$ cat src/mutex_with_fifo_handoff_defines.svh
// assertion macros for the mutex with fifo handoff block
`ifndef MUTEX_WITH_FIFO_HANDOFF_DEFINES_SVH
`define MUTEX_WITH_FIFO_HANDOFF_DEFINES_SVH
`ifndef SYNTH
`define MWFH_ASSERT(label, prop, msg) \
  label: assert property (@(posedge clk) disable iff (rst) prop) else $error(msg);
`define MWFH_ASSERT_RST(label, prop, msg) \
  label: assert property (@(posedge clk) prop) else $error(msg);
`else
`define MWFH_ASSERT(label, prop, msg)
`define MWFH_ASSERT_RST(label, prop, msg)
`endif
`endif

$ cat src/mwfh_pkg.sv
// shared types and codes for the mutex with fifo handoff block
`default_nettype none
package mwfh_pkg;

  localparam int TASK_W = 4;
  localparam int MODE_W = 2;

  typedef logic [TASK_W-1:0] task_t;

  typedef enum logic [MODE_W-1:0] {
    MODE_LOCK   = 2'd0,
    MODE_TRY    = 2'd1,
    MODE_UNLOCK = 2'd2
  } mode_t;

  typedef enum logic [2:0] {
    STAT_GRANTED    = 3'd0,
    STAT_TRY_FAILED = 3'd1,
    STAT_QUEUED     = 3'd2,
    STAT_RELEASED   = 3'd3,
    STAT_HANDED     = 3'd4,
    STAT_IGNORED    = 3'd5,
    STAT_FULL       = 3'd6
  } status_t;

  typedef struct packed {
    task_t   owner_task;
    logic    owner_valid;
    logic    is_locked;
    task_t   woken_task;
    logic    woken_valid;
    status_t status;
  } result_t;

endpackage
`default_nettype wire

$ cat src/mwfh_qmem.sv
// wait queue storage, one write and one registered read port
`default_nettype none
module mwfh_qmem #(
  parameter int DEPTH = 16,
  parameter int AW    = 4
) (
  input  wire logic            clk,
  input  wire logic            wr_en,
  input  wire logic [AW-1:0]   wr_addr,
  input  wire mwfh_pkg::task_t wr_data,
  input  wire logic [AW-1:0]   rd_addr,
  output mwfh_pkg::task_t      rd_data
);
  import mwfh_pkg::*;

  task_t mem [DEPTH];

  always_ff @(posedge clk) begin
    if (wr_en) begin
      mem[wr_addr] <= wr_data;
    end
  end

  always_ff @(posedge clk) begin
    rd_data <= mem[rd_addr];
  end

endmodule
`default_nettype wire

$ cat src/mwfh_ctrl.sv
// request sequencer: lock state, queue pointers and result register
`default_nettype none
`include "mutex_with_fifo_handoff_defines.svh"
module mwfh_ctrl #(
  parameter int QUEUE_DEPTH = 16,
  parameter int PTR_W       = 4,
  parameter int CNT_W       = 5
) (
  input  wire logic                  clk,
  input  wire logic                  rst,
  input  wire logic                  in_valid,
  output logic                       in_ready,
  input  wire logic [1:0]            in_mode,
  input  wire mwfh_pkg::task_t       in_task,
  output logic                       out_valid,
  input  wire logic                  out_ready,
  output mwfh_pkg::result_t          out_res,
  output logic                       wr_en,
  output logic [PTR_W-1:0]           wr_addr,
  output mwfh_pkg::task_t            wr_data,
  output logic [PTR_W-1:0]           rd_addr,
  input  wire mwfh_pkg::task_t       rd_data
);
  import mwfh_pkg::*;

  typedef enum logic [1:0] {
    S_IDLE = 2'b01,
    S_EXEC = 2'b10
  } state_t;

  state_t           state;
  logic [1:0]       req_mode;
  task_t            req_task;
  logic             lock_flag, lock_flag_next;
  task_t            owner, owner_next;
  logic             owner_present, owner_present_next;
  logic [PTR_W-1:0] fifo_head, fifo_head_next;
  logic [PTR_W-1:0] fifo_tail, fifo_tail_next;
  logic [CNT_W-1:0] fifo_count, fifo_count_next;
  logic             commit;
  logic             full;
  result_t          res_next;

  function automatic logic [PTR_W-1:0] next_slot(input logic [PTR_W-1:0] p);
    logic [PTR_W-1:0] r;
    if (p == PTR_W'(QUEUE_DEPTH - 1)) r = '0;
    else r = p + PTR_W'(1);
    return r;
  endfunction

  assign in_ready = (state == S_IDLE);
  assign commit   = (state == S_EXEC) && (!out_valid || out_ready);
  assign full     = (fifo_count == CNT_W'(QUEUE_DEPTH));
  assign rd_addr  = fifo_head;
  assign wr_addr  = fifo_tail;
  assign wr_data  = req_task;

  always_comb begin
    lock_flag_next     = lock_flag;
    owner_next         = owner;
    owner_present_next = owner_present;
    fifo_head_next     = fifo_head;
    fifo_tail_next     = fifo_tail;
    fifo_count_next    = fifo_count;
    wr_en              = 1'b0;
    res_next.status      = STAT_IGNORED;
    res_next.woken_valid = 1'b0;
    res_next.woken_task  = '0;
    case (req_mode)
      MODE_LOCK, MODE_TRY: begin
        if (!lock_flag) begin
          lock_flag_next     = 1'b1;
          owner_next         = req_task;
          owner_present_next = 1'b1;
          res_next.status    = STAT_GRANTED;
        end else if (req_mode == MODE_TRY) begin
          res_next.status = STAT_TRY_FAILED;
        end else if (full) begin
          res_next.status = STAT_FULL;
        end else begin
          wr_en           = commit;
          fifo_tail_next  = next_slot(fifo_tail);
          fifo_count_next = fifo_count + CNT_W'(1);
          res_next.status = STAT_QUEUED;
        end
      end
      MODE_UNLOCK: begin
        if (lock_flag && owner_present && owner == req_task) begin
          if (fifo_count != '0) begin
            fifo_head_next       = next_slot(fifo_head);
            fifo_count_next      = fifo_count - CNT_W'(1);
            owner_next           = rd_data;
            owner_present_next   = 1'b1;
            lock_flag_next       = 1'b1;
            res_next.woken_valid = 1'b1;
            res_next.woken_task  = rd_data;
            res_next.status      = STAT_HANDED;
          end else begin
            lock_flag_next     = 1'b0;
            owner_next         = '0;
            owner_present_next = 1'b0;
            res_next.status    = STAT_RELEASED;
          end
        end
      end
      default: begin
        res_next.status = STAT_IGNORED;
      end
    endcase
    res_next.is_locked   = lock_flag_next;
    res_next.owner_valid = owner_present_next;
    res_next.owner_task  = owner_present_next ? owner_next : '0;
  end

  always_ff @(posedge clk) begin
    if (rst) begin
      state         <= S_IDLE;
      lock_flag     <= 1'b0;
      owner         <= '0;
      owner_present <= 1'b0;
      fifo_head     <= '0;
      fifo_tail     <= '0;
      fifo_count    <= '0;
      out_valid     <= 1'b0;
    end else begin
      case (state)
        S_IDLE: begin
          if (in_valid) begin
            state <= S_EXEC;
          end
        end
        S_EXEC: begin
          if (commit) begin
            state <= S_IDLE;
          end
        end
        default: begin
          state <= S_IDLE;
        end
      endcase
      if (commit) begin
        lock_flag     <= lock_flag_next;
        owner         <= owner_next;
        owner_present <= owner_present_next;
        fifo_head     <= fifo_head_next;
        fifo_tail     <= fifo_tail_next;
        fifo_count    <= fifo_count_next;
        out_valid     <= 1'b1;
      end else if (out_ready) begin
        out_valid <= 1'b0;
      end
    end
  end

  always_ff @(posedge clk) begin
    if (in_valid && in_ready) begin
      req_mode <= in_mode;
      req_task <= in_task;
    end
    if (commit) begin
      out_res <= res_next;
    end
  end

  `MWFH_ASSERT(a_cnt_range, fifo_count <= CNT_W'(QUEUE_DEPTH), "queue count beyond depth")
  `MWFH_ASSERT(a_lock_owner, lock_flag == owner_present, "lock flag and owner disagree")
  `MWFH_ASSERT(a_empty_ptr, fifo_count == '0 |-> fifo_head == fifo_tail, "empty queue with split pointers")
  `MWFH_ASSERT(a_woken, out_valid |-> (out_res.woken_valid == (out_res.status == STAT_HANDED)), "woken flag without handover")
  `MWFH_ASSERT_RST(a_rst_clear, rst |=> !out_valid && lock_flag == 1'b0, "reset left state behind")

endmodule
`default_nettype wire

$ cat src/mutex_with_fifo_handoff.sv
// Hardware mutex with a first-in first-out queue of waiting tasks. Each
// request names a mode (lock, trylock, unlock) and a task; one result per
// request reports the outcome, any task handed the lock, and the lock flag
// and owner afterwards. A request is taken in the idle state, as the wait
// queue head is read through the memory's registered read port, and is
// decided and written back in the execute state. Only one request is in
// flight; a result register lets the next be taken while a result waits.
`default_nettype none
module mutex_with_fifo_handoff #(
  parameter int QUEUE_DEPTH = 16
) (
  input  wire logic        clk,
  input  wire logic        rst,
  input  wire logic        s_tvalid,
  output logic             s_tready,
  input  wire logic [7:0]  s_tdata,   // task_id[3:0], zero fill
  input  wire logic [1:0]  s_tuser,   // mode[1:0]
  output logic             m_tvalid,
  input  wire logic        m_tready,
  output logic [15:0]      m_tdata    // status[2:0], woken_valid, woken_task[3:0],
                                      // is_locked, owner_valid, owner_task[3:0], zero fill
);
  import mwfh_pkg::*;

  localparam int PTR_W = (QUEUE_DEPTH > 1) ? $clog2(QUEUE_DEPTH) : 1;
  localparam int CNT_W = $clog2(QUEUE_DEPTH + 1);

  result_t          res;
  logic             wr_en;
  logic [PTR_W-1:0] wr_addr;
  task_t            wr_data;
  logic [PTR_W-1:0] rd_addr;
  task_t            rd_data;

  mwfh_ctrl #(
    .QUEUE_DEPTH (QUEUE_DEPTH),
    .PTR_W       (PTR_W),
    .CNT_W       (CNT_W)
  ) u_ctrl (
    .clk       (clk),
    .rst       (rst),
    .in_valid  (s_tvalid),
    .in_ready  (s_tready),
    .in_mode   (s_tuser),
    .in_task   (s_tdata[TASK_W-1:0]),
    .out_valid (m_tvalid),
    .out_ready (m_tready),
    .out_res   (res),
    .wr_en     (wr_en),
    .wr_addr   (wr_addr),
    .wr_data   (wr_data),
    .rd_addr   (rd_addr),
    .rd_data   (rd_data)
  );

  mwfh_qmem #(
    .DEPTH (QUEUE_DEPTH),
    .AW    (PTR_W)
  ) u_qmem (
    .clk     (clk),
    .wr_en   (wr_en),
    .wr_addr (wr_addr),
    .wr_data (wr_data),
    .rd_addr (rd_addr),
    .rd_data (rd_data)
  );

  assign m_tdata = {2'b00, res.owner_task, res.owner_valid, res.is_locked,
                    res.woken_task, res.woken_valid, res.status};

endmodule
`default_nettype wire

$ cat config.mk
export PLATFORM = sky130hd
export DESIGN_NAME = mutex_with_fifo_handoff
export DESIGN_NICKNAME = d
export VERILOG_FILES = /design/src/mwfh_pkg.sv /design/src/mwfh_qmem.sv /design/src/mwfh_ctrl.sv /design/src/mutex_with_fifo_handoff.sv
export VERILOG_INCLUDE_DIRS = /design/src /design/src/src
export SDC_FILE = /design/constraint.sdc
export NUM_CORES = 1
export LEC_CHECK = 0
export BUFFER_PORTS_ARGS = -buffer_cell sky130_fd_sc_hd__clkbuf_2
export CAP_MARGIN = 20
export CORE_UTILIZATION = 50
export DETAILED_ROUTE_END_ITERATION = 8
export GPL_TIMING_DRIVEN = 0
export PLACE_DENSITY = 0.68
export SYNTH_ARGS = -nofsm -noshare
export SYNTH_HDL_FRONTEND = slang
export SYNTH_SLANG_ARGS = --single-unit
$ cat constraint.sdc
create_clock -name clk -period 2.7 [get_ports clk]
set_input_delay 0.27 -clock clk [delete_from_list [all_inputs] [get_ports clk]]
set_output_delay 0.27 -clock clk [all_outputs]
set_load 0.01 [all_outputs]
==> results.yml <==
detailed_routing:
  vias: 2838
  wirelength_mm: 8.573
  vias_per_cell: 5.521
  drt_iter0_markers: 161
  postRouteAntennaNets: 0
  post-route-drc-count: 0
  first_pass_iters: 4
  wl_per_cell_um: 16.68
worst_setup_path:
  cp_max_fo: 22
  worstSetupStartpoint: "u_ctrl.state[0]"
  arrival_ns: 2.84
  slowest_delay_ns: 0.72
  slowest_stage: "nor2_2"
  path_cells: "nand2b_1 > buf_4 > nor2_2 > o21ai_0 > or4_1 > nand3_1"
  cp-start-kind: "flop"
  rrSetupSlack_ns: 0.18
  r2r_cells: 6
  required_ns: 3.02
  crit_path_end: "u_ctrl.fifo_count[4]"
  setup.worst_path.class: "flop to flop"
  end_kind: "flop"
  reg2reg_to: "u_ctrl.fifo_count[4]"
  rr_startpoint: "u_ctrl.state[0]"
logic_synthesis:
  synthCells: 336
  ys.flop_type: "edfxtp_1"
  async_reset_ff_share_pct: 0
  synth_largest_area_cell: "edfxtp_1"
  synth_area_leaders: "edfxtp_1 (53%), dfxtp_1 (11%), mux4_2 (7.5%)"
  ys.warnings.count: 0
  yosysSeqAreaShare_pct: 63.71
  syn_avg_cell_area_sq_um: 14.21
  ys_types: 49
  yosysTopAreaCellShare_pct: 52.82
  yosys-top-cells-count: "edfxtp_1 (84), dfxtp_1 (26), nand2_1 (25)"
  syn_area_sq_um: 4776
  synth-edff-count: 84
  synth_most_common_cell: "edfxtp_1"
  ys_ff_latch: 110
clocking:
  cts.sinks: 110
  cts_made_buffers: 9
  root_buffer: "clkbuf_8"
  post_cts_resized: 0
  path_clk_slew_ns: 0.10
  cts-hold-fix-buffers: 0
  cts_buffer_depth: 2
  htree_levels: 3
  post-cts-setup-buffers: 0
  cts_tree: "done"
  insertion_delay_ns: 0.37
die:
  rows: 35
  coreArea_sq_um: 9240
  die_w_um: 99.73
  start_util_pct: 51.69
  io_pins: 32
  die_area_sq_um: 9946
  fp.dieH_um: 99.73
timing:
  worstMarginPinSlew_ns: 0.9582
  drv_slew: 0
  finalHoldViolations: 0
  finalSetupTns_ns: 0
  skew_ns: 0.01351
  post-route-period-util_pct: 93.48
  post-route-min-period_ns: 2.524
  max-slew-margin-rel_pct: 36.05
  setup_violations: 0
  max_freq_ghz: 0.3962
  rsz0062_at_grt: "no"
  layout_setup_ws_ns: 0.1762
final_layout:
  finalNetCount: 403
  fill_cells: 731
  drive_gt1_share_pct: 22.60
  area_growth_pct: 11.40
  diodes: 0
power:
  power.density_nw_per_um2: 551.6
  power_leakage_nw: 1.903
  peakVddDrop_uv: 303.7
flow_run:
  maxCapViolCount: 0
global_routing:
  antenna_found_initial: 0
  first_global_vias: 2762
  track_usage_pct: 18.95
  grt_max_degree: 23
  grt_pass1_wl_mm: 14.06
  overflow: 0
placement:
  place_congestion: 0.8540
  dpl.hpwl_mm: 5.883
  numPortBuffers: 24
  pre_cts_slack_ns: 0.03317
status:
  status: "finished, final reports clean"
hold_path:
  hp-class: "primary input to flop"
[stage by stage]
stage | area, sq um | power [mW] | utilization, % | hold WS, ns | cells
6_report | 5320 | 2.935 | 57.58 | 0.07034 | 514
5_1_grt | 5320 | 3.037 | 57.58 | 0.04863 | 514
4_1_cts | 5260 | 2.940 | 56.93 | 0.06103 | 506
3_5_place_dp | 5061 | 1.977 | 54.77 | 0.4491 | 490
3_3_place_gp | 5061 | 1.973 | 54.77 | 0.4464 | 490
2_1_floorplan | 4780 | 1.940 | - | 0.3689 | 337
[placed cells by master (no fill, tap or decap), types with 6 or more instances in the layout]
| master | count |
|---|---|
| edfxtp_1 | 84 |
| dfxtp_1 | 26 |
| nand2_1 | 25 |
| clkbuf_2 | 24 |
| a21oi_1 | 18 |
| inv_1 | 16 |
| clkbuf_8 | 16 |
| mux4_2 | 16 |
| nor2_1 | 12 |
| buf_4 | 11 |
| nand3_1 | 11 |
| and3_1 | 10 |
| and2_1 | 10 |
| o21ai_0 | 9 |
| nor2b_1 | 8 |
| ha_1 | 8 |
| a31oi_1 | 7 |
| nand2b_1 | 6 |
[where the power goes]
part | switching [mW] | total (mW) | internal, mW
Clock | 0.536 | 0.988 | 0.451
Combinational | 0.0608 | 0.100 | 0.0395
Sequential | 0.0154 | 1.85 | 1.83
Total | 0.613 | 2.93 | 2.32
[cell families after synthesis]
group           after synthesis  synth area share, %
compound gates               63                9.380
xor+xnor                      6                1.100
fa+ha+maj                     9                2.515
buf+inv                      33                4.742
flops                       110                63.71
mux                          18                7.964
other cells                   1              0.07852
simple gates                 96                10.51
[registers in the layout, indices dropped and copies added, names as in the netlist]
register,count
u_qmem.mem,64
u_ctrl.out_res,14
u_ctrl.fifo_count,5
u_ctrl.owner,4
u_ctrl.rd_addr,4
u_ctrl.wr_addr,4
u_ctrl.wr_data,4
u_qmem.rd_data,4
u_ctrl.req_mode,2
u_ctrl.state,2
u_ctrl.lock_flag,1
u_ctrl.out_valid,1
u_ctrl.owner_present,1
[worst min path at each step]
stage	startpoint	endpoint	slack [ns]	cells after the start
5_1_grt	s_tdata[3]	u_ctrl.wr_data[3]	0.05	1
2_1_floorplan	s_tuser[0]	u_ctrl.req_mode[0]	0.37	0
4_1_cts	s_tuser[0]	u_ctrl.req_mode[0]	0.06	1
3_3_place_gp	s_tuser[0]	u_ctrl.req_mode[0]	0.45	1
3_5_place_dp	s_tdata[1]	u_ctrl.wr_data[1]	0.45	1
6_report	s_tuser[0]	u_ctrl.req_mode[0]	0.07	1
[final cells by class]
cell class              count  area, sq um  area share, %
plain buffers              17        166.4          3.128
repair buffers             32        180.2          3.387
flip-flops and latches    110         3043          57.20
clock buffers              10        137.6          2.587
multi-input cells         194         1510          28.39
inverters                  16        60.06          1.129
well taps                 129        161.4          3.034
clock inverters             6        61.31          1.152
[routing by layer]
metal / track usage (%) / share of wire [%] / up-vias
met5: 0 / 0 / -
met4: 6.109 / 1.0 / 0
met3: 4.076 / 4.9 / 6
met2: 28.49 / 47 / 69
met1: 27.68 / 47 / 1401
li1: - / - / 1362
[critical path: cells and delay by family, from the launching register on]
kind	cells	cell delay, ns
and+or+nand+nor	4	1.55
DFF	1	0.31
AOI/OAI and AO/OA	1	0.45
buffers and inverters	1	0.16
(Power assumes the default switching activity.)
